File: src/hw/rtl/ame_pkg.sv
`timescale 1ns / 1ps
package ame_pkg;

    localparam int DATA_DEPTH    = 1024;
    localparam int PROGRAM_DEPTH = 128;
    localparam int QUEUE_DEPTH   = 2;

    localparam int OPCODE_W = 7;
    localparam int DADDR_W  = 10;
    localparam int WORD_W   = 32;
    localparam int NEXT_W   = 7;

    localparam int ADDR_W  = $clog2(DATA_DEPTH);
    localparam int IDX_W   = $clog2(PROGRAM_DEPTH);
    localparam int QPTR_W  = $clog2(QUEUE_DEPTH);

    localparam logic [OPCODE_W-1:0] OP_READ   = 7'd10;
    localparam logic [OPCODE_W-1:0] OP_WRITE  = 7'd11;
    localparam logic [OPCODE_W-1:0] OP_LOAD   = 7'd20;
    localparam logic [OPCODE_W-1:0] OP_STORE  = 7'd21;
    localparam logic [OPCODE_W-1:0] OP_ADD    = 7'd30;
    localparam logic [OPCODE_W-1:0] OP_BRANCH = 7'd40;
    localparam logic [OPCODE_W-1:0] OP_BRNEG  = 7'd41;
    localparam logic [OPCODE_W-1:0] OP_BRZERO = 7'd42;
    localparam logic [OPCODE_W-1:0] OP_HALT   = 7'd43;

    typedef enum logic [3:0] {
        CL_NOP,
        CL_READ,
        CL_WRITE,
        CL_LOAD,
        CL_STORE,
        CL_ADD,
        CL_BRANCH,
        CL_BRNEG,
        CL_BRZERO,
        CL_HALT
    } op_class_t;

    typedef struct packed {
        op_class_t           op_class;
        logic [ADDR_W-1:0]   addr;
        logic [WORD_W-1:0]   read_value;
    } queue_item_t;

    typedef struct packed {
        logic        valid;
        queue_item_t item;
    } queue_head_t;

    function automatic op_class_t classify(input logic [OPCODE_W-1:0] opcode);
        op_class_t c;
        case (opcode)
            OP_READ:   c = CL_READ;
            OP_WRITE:  c = CL_WRITE;
            OP_LOAD:   c = CL_LOAD;
            OP_STORE:  c = CL_STORE;
            OP_ADD:    c = CL_ADD;
            OP_BRANCH: c = CL_BRANCH;
            OP_BRNEG:  c = CL_BRNEG;
            OP_BRZERO: c = CL_BRZERO;
            OP_HALT:   c = CL_HALT;
            default:   c = CL_NOP;
        endcase
        return c;
    endfunction

endpackage

File: src/hw/rtl/ame_in_if.sv
`timescale 1ns / 1ps
interface ame_in_if;
    logic               valid;
    logic               ready;
    logic [6:0]         opcode;
    logic [9:0]         data_address;
    logic signed [31:0] read_value;

    modport source (output valid, output opcode, output data_address, output read_value,
                    input ready);
    modport sink   (input valid, input opcode, input data_address, input read_value,
                    output ready);
endinterface

File: src/hw/rtl/ame_front.sv
`timescale 1ns / 1ps
module ame_front (
    input  logic                clk,
    input  logic                rst_n,
    ame_in_if.sink              instr,
    input  logic                clearing,
    input  logic                pop,
    output ame_pkg::queue_head_t head
);
    import ame_pkg::*;

    queue_item_t               slot_reg [QUEUE_DEPTH];
    logic [QPTR_W-1:0]         wr_ptr_reg, wr_ptr_next;
    logic [QPTR_W-1:0]         rd_ptr_reg, rd_ptr_next;
    logic [QPTR_W:0]           count_reg, count_next;
    logic                      push;
    logic [ADDR_W+DADDR_W-1:0] addr_ext;
    queue_item_t               new_item;

    assign instr.ready = (count_reg != (QPTR_W+1)'(QUEUE_DEPTH)) && !clearing;
    assign push        = instr.valid && instr.ready;

    always_comb
    begin
        addr_ext            = {{ADDR_W{1'b0}}, instr.data_address};
        new_item.op_class   = classify(instr.opcode);
        new_item.addr       = addr_ext[ADDR_W-1:0];
        new_item.read_value = instr.read_value;
    end

    always_comb
    begin
        wr_ptr_next = push ? wr_ptr_reg + QPTR_W'(1) : wr_ptr_reg;
        rd_ptr_next = pop  ? rd_ptr_reg + QPTR_W'(1) : rd_ptr_reg;
        count_next  = count_reg;
        if (push && !pop)
        begin
            count_next = count_reg + (QPTR_W+1)'(1);
        end
        else if (pop && !push)
        begin
            count_next = count_reg - (QPTR_W+1)'(1);
        end
    end

    always_ff @(posedge clk or negedge rst_n)
    begin
        if (!rst_n)
        begin
            wr_ptr_reg <= '0;
            rd_ptr_reg <= '0;
            count_reg  <= '0;
        end
        else
        begin
            wr_ptr_reg <= wr_ptr_next;
            rd_ptr_reg <= rd_ptr_next;
            count_reg  <= count_next;
        end
    end

    always_ff @(posedge clk)
    begin
        if (push)
        begin
            slot_reg[wr_ptr_reg] <= new_item;
        end
    end

    assign head.valid = (count_reg != '0);
    assign head.item  = slot_reg[rd_ptr_reg];
endmodule

File: src/flat_wrapper.sv
// flat-port wrapper written by rule: the top's interface ports become plain ports
module ame_front_flat import ame_pkg::*;
  (clk, rst_n, clearing, pop, head, instr_valid, instr_opcode, instr_data_address, instr_read_value, instr_ready);
  ame_in_if instr_i ();
  input  logic clk;
  input  logic rst_n;
  input  logic clearing;
  input  logic pop;
  output ame_pkg::queue_head_t head;
  input wire logic [$bits(instr_i.valid)-1:0] instr_valid;
  input wire logic [$bits(instr_i.opcode)-1:0] instr_opcode;
  input wire logic [$bits(instr_i.data_address)-1:0] instr_data_address;
  input wire logic [$bits(instr_i.read_value)-1:0] instr_read_value;
  output wire logic [$bits(instr_i.ready)-1:0] instr_ready;
  assign instr_i.valid = instr_valid;
  assign instr_i.opcode = instr_opcode;
  assign instr_i.data_address = instr_data_address;
  assign instr_i.read_value = instr_read_value;
  assign instr_ready = instr_i.ready;
  ame_front u_core (.clk(clk), .rst_n(rst_n), .instr(instr_i), .clearing(clearing), .pop(pop), .head(head));
endmodule
File: config.mk
export PLATFORM = sky130hd
export DESIGN_NAME = ame_front_flat
export DESIGN_NICKNAME = d
export VERILOG_FILES = /design/src/hw/rtl/ame_pkg.sv /design/src/hw/rtl/ame_in_if.sv /design/src/hw/rtl/ame_front.sv /design/src/flat_wrapper.sv
export SDC_FILE = /design/constraint.sdc
export NUM_CORES = 1
export LEC_CHECK = 0
export BUFFER_PORTS_ARGS = -buffer_cell sky130_fd_sc_hd__clkbuf_2
export CORE_MARGIN = 2
export CORE_UTILIZATION = 45
export CTS_BUF_LIST = sky130_fd_sc_hd__clkbuf_4 sky130_fd_sc_hd__clkbuf_8
export CTS_CLUSTER_DIAMETER = 200
export DETAILED_ROUTE_END_ITERATION = 10
export PLACE_DENSITY = 0.73
export SLEW_MARGIN = 15
export SYNTH_ARGS = -nofsm -noshare
export SYNTH_HDL_FRONTEND = slang
export SYNTH_SLANG_ARGS = --single-unit
export TNS_END_PERCENT = 50
File: constraint.sdc
create_clock -name clk -period 3.05 [get_ports clk]
set_input_delay 0.1525 -clock clk [delete_from_list [all_inputs] [get_ports clk]]
set_output_delay 0.1525 -clock clk [all_outputs]
set_load 0.03 [all_outputs]
==> results.json <==
{
  "outcome": "complete, no violations",
  "first_iter_violations": 68,
  "drc_errors": 0,
  "dieArea_sq_mm": 0.00886,
  "synth_top_area_cell": "edfxtp_1",
  "final_core_util": 0.633,
  "avgSynthCellArea_sq_um": 20.4,
  "synth_top_area_frac": 0.756,
  "path_class": "flop to output port",
  "yosys-top-cells-area": "edfxtp_1 76%, mux2_2 14%, dfrtp_1 2.7%, nor4b_2 0.82%, xnor2_1 0.72%",
  "p_clk_frac": 0.203,
  "worstPathRequired_ps": 2900,
  "cts_tree": "built",
  "skew_ps": 7.47,
  "synth-seq-cells": 96,
  "antenna_found_initial": 0,
  "postCtsSetupRepairBufs": 0,
  "max_freq_ghz": 0.483,
  "crit_buf_inv": 2,
  "ios": 102,
  "tns_ps": 0,
  "grt_pass1_vias": 2148,
  "core-area_sq_mm": 0.00781,
  "rows": 32,
  "grt_max_degree": 47,
  "internal_power_mw": 2.55,
  "cp_cell_sequence": "buf_4 -> mux2_2 -> clkbuf_2",
  "clockBufferDepth": 2,
  "critPathArrivalTime_ps": 1920,
  "slowest_stage": "dfrtp_2",
  "power_switching_share": 0.350,
  "cts_sinks": 96,
  "relSlewSlack": 0.580,
  "io_buffers": 101,
  "routed_wirelength_um": 6720,
  "ys_types": 23,
  "r2r_cells": 4,
  "routed_via_density": 4.76,
  "power.density_mw_per_mm2": 795,
  "hp-class": "input pin to asynchronous set/reset pin",
  "crit_cells": 3,
  "syn_area_sq_mm": 0.00365,
  "slew_violations": 0,
  "synthesis.nets": 234,
  "endpoint_kind": "output port",
  "combinationalPowerShare": 0.351,
  "antenna_cells": 0,
  "syn2layout_area_growth_pct": 35.2,
  "ir_worst_vdd_mv": 0.496,
  "p_seq_frac": 0.445,
  "fp.dieH_um": 94.1,
  "cts-root-buf": "clkbuf_8",
  "period_share": 0.679,
  "final-hold-violation-count": 0,
  "min_period_ps": 2070,
  "largest_reg_flops": 92,
  "synth-seq-area-share": 0.784,
  "cp-start-kind": "flop",
  "drive_above_1_share": 0.509,
  "clk_latency_ps": 350,
  "rsz0062_at_grt": "false",
  "ant_nets": 0,
  "setup_violations": 0,
  "die_width_um": 94.1,
  "final_nets": 390,
  "synth_cells": 179,
  "drtPass1Iterations": 4,
  "dp.final_hpwl_um": 4290,
  "ys_warn_count": 0,
  "critPathTopFamily": "flip-flops",
  "crit_fanout": 19,
  "gp_congestion": 0.767,
  "grt_overflow": 0,
  "start_util": 0.468,
  "h-tree-depth": 3,
  "tightest_slew_ps": 630,
  "max_stage_delay_ps": 670,
  "grt.total_usage": 0.157,
  "wire_per_inst_um": 15.2,
  "leakagePower_nw": 1.92,
  "power_switching_mw": 1.37,
  "clkTransAtPathRegs_ps": 80,
  "cap_violations": 0,
  "grt_pass1_wl_um": 10200,
  "vias": 2102,
  "cts_buffers": 9
}
kinds of logic after synthesis:
kind of cell / synth area share
flip-flops: 0.784
multiplexers: 0.145
adder cells (fa/ha/maj): 0.00342
AND/OR/NAND/NOR: 0.0291
XOR/XNOR: 0.0144
AO/OA/AOI/OAI: 0.0120
buffers and inverters: 0.0130
worst paths after layout:
path	from	to	slack, ps
worst max-delay path	u_core.rd_ptr_reg$_DFFE_PN0P_	head[12]	980
worst min-delay path	rst_n	u_core.count_reg[1]$_DFFE_PN0P_	150
worst max register to register	u_core.count_reg[0]$_DFFE_PN0P_	u_core.slot_reg[1][20]$_DFFE_PP_	1100
worst min register to register	u_core.count_reg[0]$_DFFE_PN0P_	u_core.count_reg[0]$_DFFE_PN0P_	560
max in group asynchronous	rst_n	u_core.rd_ptr_reg$_DFFE_PN0P_	2750
min in group clk	instr_valid	u_core.wr_ptr_reg$_DFFE_PN0N_	220
layout make-up:
cell class | count | area (sq um)
clock buffers | 10 | 131
clock inverters | 6 | 60.1
fillers | 577 | 2870
inverters | 6 | 22.5
multi-input cells | 72 | 752
flip-flops and latches | 96 | 2860
well taps | 102 | 128
repair buffers | 150 | 983
routing by layer:
layer  up-vias  track usage  wire [um]
met5         -            0          0
met4         0       0.0725         92
met3         9       0.0353        392
met2        77        0.265       3310
met1      1009        0.192       2930
li1       1007            -          -
synthesized netlist by cell type:
cell type / instances
a311o_1: 1
a21oi_1: 1
a32oi_1: 1
o211ai_1: 1
inv_1: 6
nand2_1: 2
dfrtp_1: 4
nor4bb_4: 1
o21ai_1: 1
nor4_1: 1
mux2_2: 46
mux2i_1: 1
xor2_1: 3
buf_2: 5
and3_1: 2
edfxtp_1: 92
a21o_1: 1
nand4b_1: 1
nor4b_2: 2
ha_1: 1
or3b_1: 1
xnor2_1: 3
nor2_1: 2
metrics by stage:
step                      worst slack [ps]  cells  instance area [sq um]  hold WS (ps)  power, mW
after floorplan                       42.3    179                   3650          -143       2.75
after global placement                1150    382                   4310         -35.4       3.11
after detailed placement              1090    382                   4310         -29.2       3.13
after CTS                              923    442                   4940           124       3.97
after global routing                   861    442                   4940           144       4.11
final                                  980    442                   4940           152       3.93
power by group through the flow:
| stage | clock network [mW] | registers (mW) | logic (mW) |
|---|---|---|---|
| 6_report | 0.798 | 1.75 | 1.38 |
| 5_1_grt | 0.876 | 1.77 | 1.47 |
| 4_1_cts | 0.820 | 1.75 | 1.40 |
| 3_5_place_dp | 0 | 1.78 | 1.35 |
| 3_3_place_gp | 0 | 1.77 | 1.34 |
| 2_1_floorplan | 0 | 1.72 | 1.03 |
timing repair:
action	CTS	global route
gates resized for setup	0	0
hold buffers	44	0
hold endpoints to repair	89	0
cell usage in the layout, fill, tap and decap left out:
| cell type | synthesis | final |
|---|---|---|
| nor2_1 | 2 | 1 |
| nor4b_2 | 2 | 2 |
| a21o_1 | 1 | 1 |
| clkinvlp_4 | 0 | 1 |
| and3_1 | 2 | 1 |
| clkbuf_2 | 0 | 101 |
| edfxtp_1 | 92 | 92 |
| and3_2 | 0 | 1 |
| inv_1 | 6 | 6 |
| clkinv_4 | 0 | 1 |
| bufinv_16 | 0 | 1 |
| a311o_1 | 1 | 1 |
| nand2_1 | 2 | 2 |
| nand4b_1 | 1 | 1 |
| a21oi_1 | 1 | 1 |
| or3b_1 | 1 | 1 |
| a32oi_1 | 1 | 1 |
| mux2_2 | 46 | 46 |
| nor4_1 | 1 | 1 |
| dfrtp_2 | 0 | 1 |
| buf_4 | 0 | 5 |
| nor4bb_4 | 1 | 1 |
| o211ai_1 | 1 | 1 |
| nor2_4 | 0 | 1 |
| dfrtp_1 | 4 | 3 |
| xor2_1 | 3 | 3 |
| clkinv_1 | 0 | 1 |
| o21ai_1 | 1 | 1 |
| ha_1 | 1 | 1 |
| dlygate4sd3_1 | 0 | 44 |
| mux2i_1 | 1 | 1 |
| xnor2_1 | 3 | 3 |
| clkbuf_4 | 0 | 1 |
| clkbuf_8 | 0 | 9 |
| clkinv_2 | 0 | 2 |
Power figures use the tool's default switching activity.
